===== config.mk =====
export PLATFORM = sky130hd
export DESIGN_NAME = per_key_deadband_change_filter
export DESIGN_NICKNAME = d
export VERILOG_FILES = /design/src/rtl/pkdbf_pkg.sv /design/src/rtl/pkdbf_cell.sv /design/src/rtl/pkdbf_eval.sv /design/src/rtl/per_key_deadband_change_filter.sv
export SDC_FILE = /design/constraint.sdc
export NUM_CORES = 1
export LEC_CHECK = 0
export BUFFER_PORTS_ARGS = -buffer_cell sky130_fd_sc_hd__buf_4
export CAP_MARGIN = 20
export CORE_MARGIN = 1.5
export CORE_UTILIZATION = 40
export CTS_CLUSTER_SIZE = 28
export DETAILED_ROUTE_END_ITERATION = 7
export PLACE_DENSITY_LB_ADDON = 0.05
export SLEW_MARGIN = 20
export SYNTH_ARGS = -nofsm -noshare
export SYNTH_HDL_FRONTEND = slang
export SYNTH_SLANG_ARGS = --single-unit

===== constraint.sdc =====
create_clock -name clk -period 6.9 [get_ports clk]
set_input_delay 1.38 -clock clk [delete_from_list [all_inputs] [get_ports clk]]
set_output_delay 1.38 -clock clk [all_outputs]
set_load 0.02 [all_outputs]

===== src/rtl/pkdbf_pkg.sv =====
`default_nettype none
// ----------------------------------------------------------------------------
// Per-key deadband change filter: shared package
// Widths, slot count, search token, write-back bundle and controller states.
// ----------------------------------------------------------------------------
package pkdbf_pkg;

  // Table geometry
  localparam int SLOTS        = 8;
  localparam int SLOT_W       = (SLOTS > 1) ? $clog2(SLOTS) : 1;
  localparam int KEY_W        = 32;
  localparam int AMP_W        = 16;
  localparam int SLOT_FIELD_W = 3;

  // Deadband after reset: 0.03 in unsigned Q1.15
  localparam logic [AMP_W-1:0] DEADBAND_RESET = 16'd983;

  // Search token handed from cell to cell
  typedef struct packed {
    logic              active;
    logic [KEY_W-1:0]  key;
    logic [AMP_W-1:0]  amp;
    logic              hit;
    logic [SLOT_W-1:0] hit_idx;
    logic [AMP_W-1:0]  hit_amp;
    logic              free;
    logic [SLOT_W-1:0] free_idx;
  } token_t;

  // Write-back broadcast to every cell
  typedef struct packed {
    logic              en;
    logic [SLOT_W-1:0] idx;
    logic [KEY_W-1:0]  key;
    logic [AMP_W-1:0]  amp;
  } slot_wr_t;

  // One result item
  typedef struct packed {
    logic                    report;
    logic                    new_key;
    logic [SLOT_FIELD_W-1:0] slot_used;
  } result_t;

  typedef enum logic {
    ST_IDLE,
    ST_SEARCH
  } state_t;

endpackage : pkdbf_pkg
`default_nettype wire


===== src/rtl/pkdbf_cell.sv =====
`default_nettype none
// ----------------------------------------------------------------------------
// Per-key deadband change filter: table cell
// Holds one slot (key, amplitude, valid) and updates the passing search token.
// ----------------------------------------------------------------------------
module pkdbf_cell (
  input  wire                        clk,
  input  wire                        rst,
  input  wire  [pkdbf_pkg::SLOT_W-1:0] cell_idx,
  input  wire  pkdbf_pkg::token_t    tok_in,
  output pkdbf_pkg::token_t          tok_out,
  input  wire  pkdbf_pkg::slot_wr_t  wr
);
  import pkdbf_pkg::*;

  logic [KEY_W-1:0] key_q;
  logic [AMP_W-1:0] amp_q;
  logic             valid_q;
  token_t           tok_next;
  logic             match;

  // Compare the passing key against this slot
  always_comb begin
    match    = valid_q && (key_q == tok_in.key);
    tok_next = tok_in;
    if (!tok_in.hit && match) begin
      tok_next.hit     = 1'b1;
      tok_next.hit_idx = cell_idx;
      tok_next.hit_amp = amp_q;
    end
    if (!tok_in.hit && !valid_q && !tok_in.free) begin
      tok_next.free     = 1'b1;
      tok_next.free_idx = cell_idx;
    end
  end

  // Hand the token on to the neighbour
  always_ff @(posedge clk) begin
    if (rst) begin
      tok_out <= '0;
    end else begin
      tok_out <= tok_next;
    end
  end

  // Slot storage, written by the broadcast write-back
  always_ff @(posedge clk) begin
    if (wr.en && (wr.idx == cell_idx)) begin
      key_q <= wr.key;
      amp_q <= wr.amp;
    end
  end

  always_ff @(posedge clk) begin
    if (rst) begin
      valid_q <= 1'b0;
    end else if (wr.en && (wr.idx == cell_idx)) begin
      valid_q <= 1'b1;
    end
  end

endmodule : pkdbf_cell
`default_nettype wire


===== src/rtl/pkdbf_eval.sv =====
`default_nettype none
// ----------------------------------------------------------------------------
// Per-key deadband change filter: decision and output register
// Applies the deadband test to the token leaving the chain, drives the
// write-back and holds the result until the sink takes it.
// ----------------------------------------------------------------------------
module pkdbf_eval (
  input  wire                       clk,
  input  wire                       rst,
  input  wire  pkdbf_pkg::token_t   tok_end,
  input  wire  [pkdbf_pkg::AMP_W-1:0] deadband,
  input  wire                       out_ready,
  output pkdbf_pkg::slot_wr_t       wr,
  output logic                      out_valid,
  output pkdbf_pkg::result_t        out_result
);
  import pkdbf_pkg::*;

  logic [AMP_W-1:0]  diff;
  logic [SLOT_W-1:0] slot_idx;
  logic              report;
  result_t           result_next;

  // Absolute difference, slot choice and report decision
  always_comb begin
    diff     = (tok_end.amp > tok_end.hit_amp) ? (tok_end.amp - tok_end.hit_amp)
                                               : (tok_end.hit_amp - tok_end.amp);
    if (tok_end.hit) begin
      slot_idx = tok_end.hit_idx;
      report   = (diff >= deadband);
    end else begin
      slot_idx = tok_end.free ? tok_end.free_idx : '0;
      report   = 1'b1;
    end
    result_next.report    = report;
    result_next.new_key   = !tok_end.hit;
    result_next.slot_used = SLOT_FIELD_W'(slot_idx);

    wr.en  = tok_end.active && report;
    wr.idx = slot_idx;
    wr.key = tok_end.key;
    wr.amp = tok_end.amp;
  end

  // Output register: load on a finished search, drop on a transaction
  always_ff @(posedge clk) begin
    if (rst) begin
      out_valid <= 1'b0;
    end else if (tok_end.active) begin
      out_valid <= 1'b1;
    end else if (out_ready) begin
      out_valid <= 1'b0;
    end
  end

  always_ff @(posedge clk) begin
    if (tok_end.active) begin
      out_result <= result_next;
    end
  end

endmodule : pkdbf_eval
`default_nettype wire


===== src/rtl/per_key_deadband_change_filter.sv =====
`default_nettype none
// ----------------------------------------------------------------------------
// Per-key deadband change filter: top level
// Only one item is in flight: a new item is accepted only after its search
//   token has passed the whole slot chain, visiting one cell of the chain per
//   cycle, and the output register is free.
// Reset: rst (synchronous, active high) clears all slot valid marks, the
//   controller and the output valid flag, and sets the deadband to 983.
// ----------------------------------------------------------------------------
module per_key_deadband_change_filter (
  input  wire         clk,
  input  wire         rst,
  // Input stream
  input  wire         s_axis_tvalid,
  output logic        s_axis_tready,
  input  wire  [63:0] s_axis_tdata,  // key[31:0], amp_lo_band[47:32], amp_hi_band[63:48]
  // Result stream
  output logic        m_axis_tvalid,
  input  wire         m_axis_tready,
  output logic [7:0]  m_axis_tdata,  // report[0], new_key[1], slot_used[4:2], zero[7:5]
  // Deadband register write
  input  wire         cfg_valid,
  output logic        cfg_ready,
  input  wire  [15:0] cfg_data
);
  import pkdbf_pkg::*;

  state_t            state;
  state_t            state_next;
  logic [AMP_W-1:0]  deadband;
  logic              in_accept;
  logic [AMP_W-1:0]  amp_lo;
  logic [AMP_W-1:0]  amp_hi;
  token_t            tok [SLOTS+1];
  slot_wr_t          wr;
  result_t           result;
  logic [SLOTS:0]    act_vec;

  // Deadband register
  assign cfg_ready = 1'b1;

  always_ff @(posedge clk) begin
    if (rst) begin
      deadband <= DEADBAND_RESET;
    end else if (cfg_valid) begin
      deadband <= cfg_data;
    end
  end

  // Controller state register
  always_ff @(posedge clk) begin
    if (rst) begin
      state <= ST_IDLE;
    end else begin
      state <= state_next;
    end
  end

  // Accept only when idle and the output register will be free
  always_comb begin
    state_next    = state;
    s_axis_tready = 1'b0;
    case (state)
      ST_IDLE: begin
        s_axis_tready = !m_axis_tvalid || m_axis_tready;
        if (s_axis_tvalid && s_axis_tready) begin
          state_next = ST_SEARCH;
        end
      end
      ST_SEARCH: begin
        if (tok[SLOTS].active) begin
          state_next = ST_IDLE;
        end
      end
      default: begin
        state_next = ST_IDLE;
      end
    endcase
  end

  assign in_accept = s_axis_tvalid && s_axis_tready;

  // Launch the search token with the larger amplitude
  always_comb begin
    amp_lo          = s_axis_tdata[47:32];
    amp_hi          = s_axis_tdata[63:48];
    tok[0].active   = in_accept;
    tok[0].key      = s_axis_tdata[31:0];
    tok[0].amp      = (amp_lo > amp_hi) ? amp_lo : amp_hi;
    tok[0].hit      = 1'b0;
    tok[0].hit_idx  = '0;
    tok[0].hit_amp  = '0;
    tok[0].free     = 1'b0;
    tok[0].free_idx = '0;
  end

  // Chain of slot cells
  for (genvar i = 0; i < SLOTS; i++) begin : g_cell
    pkdbf_cell u_cell (
      .clk      (clk),
      .rst      (rst),
      .cell_idx (SLOT_W'(i)),
      .tok_in   (tok[i]),
      .tok_out  (tok[i+1]),
      .wr       (wr)
    );
  end

  // Decision, write-back and output register
  pkdbf_eval u_eval (
    .clk        (clk),
    .rst        (rst),
    .tok_end    (tok[SLOTS]),
    .deadband   (deadband),
    .out_ready  (m_axis_tready),
    .wr         (wr),
    .out_valid  (m_axis_tvalid),
    .out_result (result)
  );

  assign m_axis_tdata = {3'b000, result.slot_used, result.new_key, result.report};

  // Token activity along the chain, for checking
  always_comb begin
    for (int j = 0; j <= SLOTS; j++) begin
      act_vec[j] = tok[j].active;
    end
  end

`ifndef SYNTHESIS
  a_single_token: assert property (@(posedge clk) disable iff (rst)
    $onehot0(act_vec))
    else $error("more than one search token in the chain");

  a_token_in_search: assert property (@(posedge clk) disable iff (rst)
    tok[SLOTS].active |-> (state == ST_SEARCH))
    else $error("search finished while the controller was idle");

  a_no_result_overwrite: assert property (@(posedge clk) disable iff (rst)
    tok[SLOTS].active |-> !m_axis_tvalid)
    else $error("result loaded while the previous one was still pending");
`endif

endmodule : per_key_deadband_change_filter
`default_nettype wire


==> results.ini <==
[logic_synthesis]
synth_cell_type_count = 64
synth.cells.most_frequent = 596 x dfxtp_1, 389 x edfxtp_1, 379 x nor2b_1
async_set_reset_flop_share_out_of_synthesis_pct = 0
post_synth_xor_area_fraction_pct = 6.17
synth_top_flop_cell = dfxtp_1
netlist_top_cells_area = dfxtp_1 35%, edfxtp_1 34%, nor2b_1 6.9%
synth_top_area_share_pct = 34.6
post_synth.cell_area_avg_um2 = 13.0
synth_compound_area_share_pct = 2.92
cell_taking_the_most_area_after_synthesis = dfxtp_1
synth_edf_count = 389
synth_simple_gate_area_share_pct = 13.7
number_of_instances_in_the_synthesized_netlist = 2646
main_combinational_cell_family_by_area_after_synthesis = simple AND/OR/NAND/NOR gates
syn-cell-area_mm2 = 0.0345
number_of_warning_messages_in_the_yosys_log = 0
synthMostInstantiatedCell = dfxtp_1
synth.yosys.seq_area_share_pct = 68.4
adder_cell_share_of_the_synthesized_area_pct = 2.40
yosys_register_bits = 985
synth.mux.area_fraction_pct = 4.15

[clock_network]
cts_hold_buf = 0
cts_setup_buffers = 0
numClockSinks = 985
worstSkewPairLatency_ns = 0.66
numCtsBuffers = 103
clock_tree_from_tritoncts = done
maximum_root_to_sink_buffer_count = 3
cts_repair_resizes = 0
ctsHtreeMaxLevel = 3
path_clk_slew_ns = 0.06
cts_root_buf = clkbuf_16

[drt]
dr_total_vias = 18400
wirelength_um = 72000
detail_route.first_pass.iterations = 5
routed_via_density = 4.59
drtAntennaViolNets = 0
post_drt_wl_per_cell_um = 18.0
dr.first_iter.drc_count = 1208
drt_drc_violations_left = 0

[global_routing]
grt_first_pass_wirelength_um = 112000
grt_start_max_net_pins = 212
globalRoute.totalOverflow = 0
antenna_found_initial = 1
first_global_vias = 18900
grt.total_usage_pct = 16.4

[floorplanning]
fp.dieH_um = 297
initial_core_util_pct = 40.5
die-area_mm2 = 0.0881
floorplan.die.width_um = 297
fp-row-count = 107
io-pin-count = 96
placeableCoreArea_mm2 = 0.0853

[worst_setup_path]
criticalPathCategory = register to register
worstPathRequired_ns = 7.24
kind_of_capture_point_of_the_worst_setup_path = register
worst-endpoint-arrival_ns = 6.18
slowest_delay_ns = 0.66
worstPathCellList = inv_1 -> ha_1 -> nand2_1 -> nor2_1 -> nand3_1 -> o31ai_1 -> a311oi_1 -> a31oi_1 -> xnor2_1 -> ha_1 -> nand4_1 -> nor2_1 -> o211ai_1 -> o221ai_2 -> nand3_1 -> nor2_4 -> buf_12
startpoint_type = register
cpMaxStageDelayCell = o221ai_2
critical_path_peak_fanout = 33

[sta]
setup-tns-final_ns = 0
worst_margin_pin_slew_ns = 1.06
maxSlewViolCount = 0
timing.final.setup_violations = 0
worst_clock_skew_ns = 0.0478
min_period_ns = 5.84
post-route-period-util_pct = 84.7
worst_slew_margin_rel_pct = 29.2
finalHoldViolCount = 0
fmax_ghz = 0.171
whs_ns = 0.427
setup_repair_after_global_routing_missed_its_margin = false

[placement]
io_buffer_count = 91
detailedPlacementHpwl_um = 50700
finalWeightedCongestion = 0.807

[pwr]
power-per-cell-area_mw_per_mm2 = 299
clockPowerShare_pct = 46.6
p_sw_share_pct = 20.4
combinational_group_share_of_total_power_pct = 2.4
power.sequential.fraction_pct = 51.0
internal_power_uw = 9530
switchingPower_uw = 2440
vdd_ir_drop_max_uv = 180
power.leakage_uw = 0.0154
fin_total_pwr_uw = 12000

[finish]
final_layout_size_suffix_gt1_share_pct = 10.3
area_delta_synth_final_pct = 16.0
layout.filler_cells = 7679
multi_input_gate_area_mm2 = 0.0102
finish.net_count = 2919
register_area_mm2 = 0.0236

[outcome]
outcome = finished clean

[min_path]
min_path_type = register to register

[run]
timing.max_cap.violations = 0

==> cells in the final DEF, fill, tap and decap left out, types with 6 or more instances in the layout <==
master     count
buf_4        103
nor3b_1        6
clkbuf_8      18
nor2_1       246
dfxtp_1      596
nor2b_1      379
nor3_1        23
o21bai_1       7
nor2_4        12
a21oi_1       51
edfxtp_1     389
xor2_1        42
clkbuf_1      34
ha_1          63
mux2i_1      142
bufinv_16      9
a21o_1        21
nand4_1       72
nand2b_1      21
o21ai_0       16
nand3_1       14
clkinv_2      20
nand2_1       30
buf_12         7
and2_1        20
inv_1         97
clkbuf_16    104
xnor2_1      201
o211ai_1       9
nor4_1        21
==> power by group through the flow <==
stage	clock network [µW]	logic, µW	registers [µW]
6_report	5580	292	6100
3_3_place_gp	0	294	6230
3_5_place_dp	0	299	6230
2_1_floorplan	0	195	6210
4_1_cts	5740	300	6100
5_1_grt	5980	329	6110
==> worst max-delay path, delay by kind of cell, from the launching register on <==
kind            cells  cell delay, ns
xor+xnor            1            0.10
buf+inv             2            0.40
flops               1            0.54
simple gates        7            1.98
fa+ha+maj           2            0.80
compound gates      5            1.68
==> sequential cells by signal, indices dropped and copies added (netlist names) <==
signal                 cells
deadband                  16
state                      1
g_cell.u_cell.valid_q      8
u_eval.out_result          5
g_cell.u_cell.key_q      256
u_eval.out_valid           1
g_cell.u_cell.amp_q      128
g_cell.u_cell.tok_out    570
==> path summary, 6_finish.rpt <==
path	startpoint	endpoint	slack (ns)	cells past startpoint
worst max-delay path	g_cell[7].u_cell.tok_out[32]$_SDFF_PP0_	g_cell[0].u_cell.key_q[0]$_DFFE_PP_	1.06	17
worst min-delay path	g_cell[0].u_cell.tok_out[28]$_SDFF_PP0_	g_cell[1].u_cell.tok_out[28]$_SDFF_PP0_	0.43	1
worst max register to register	g_cell[7].u_cell.tok_out[32]$_SDFF_PP0_	g_cell[0].u_cell.key_q[0]$_DFFE_PP_	1.06	17
worst min register to register	g_cell[0].u_cell.tok_out[28]$_SDFF_PP0_	g_cell[1].u_cell.tok_out[28]$_SDFF_PP0_	0.43	1
==> routing by layer <==
layer / track usage (%) / wire, µm
met5: 0 / 0
met1: 24.6 / 37400
met4: 4.62 / 1380
met2: 24.2 / 30200
met3: 2.65 / 3020
==> final cells by class <==
type	count	area share (%)
Antenna cell	2	0.0125
Clock buffer	156	7.44
Clock inverter	40	1.31
Inverter	97	0.909
Multi-Input combinational cell	1471	25.5
Sequential cell	985	59.0
Tap cell	1144	3.57
Timing Repair Buffer	111	2.32
==> kinds of logic (layout without fill, tap and decap cells) <==
| kind of cell | count (synthesis) | count (layout) |
|---|---|---|
| muxes | 143 | 143 |
| DFF | 985 | 985 |
| AOI/OAI and AO/OA | 152 | 152 |
| and+or+nand+nor | 864 | 864 |
| xor gates and xnor gates | 243 | 243 |
| other | 2 | 6 |
| buffers and inverters | 192 | 404 |
| adders and majority gates | 65 | 65 |
==> metrics by stage <==
step | cells | instance area (µm²) | util [%] | setup WS [ns]
6_report | 4006 | 40100 | 47.0 | 1.06
5_1_grt | 4004 | 40000 | 47.0 | 0.601
4_1_cts | 4004 | 40000 | 47.0 | 1.01
3_5_place_dp | 3808 | 36500 | 42.8 | 1.03
3_3_place_gp | 3808 | 36500 | 42.8 | 1.07
2_1_floorplan | 2648 | 34500 | - | 0.876
Note: power is estimated with default switching activity, not from simulation.
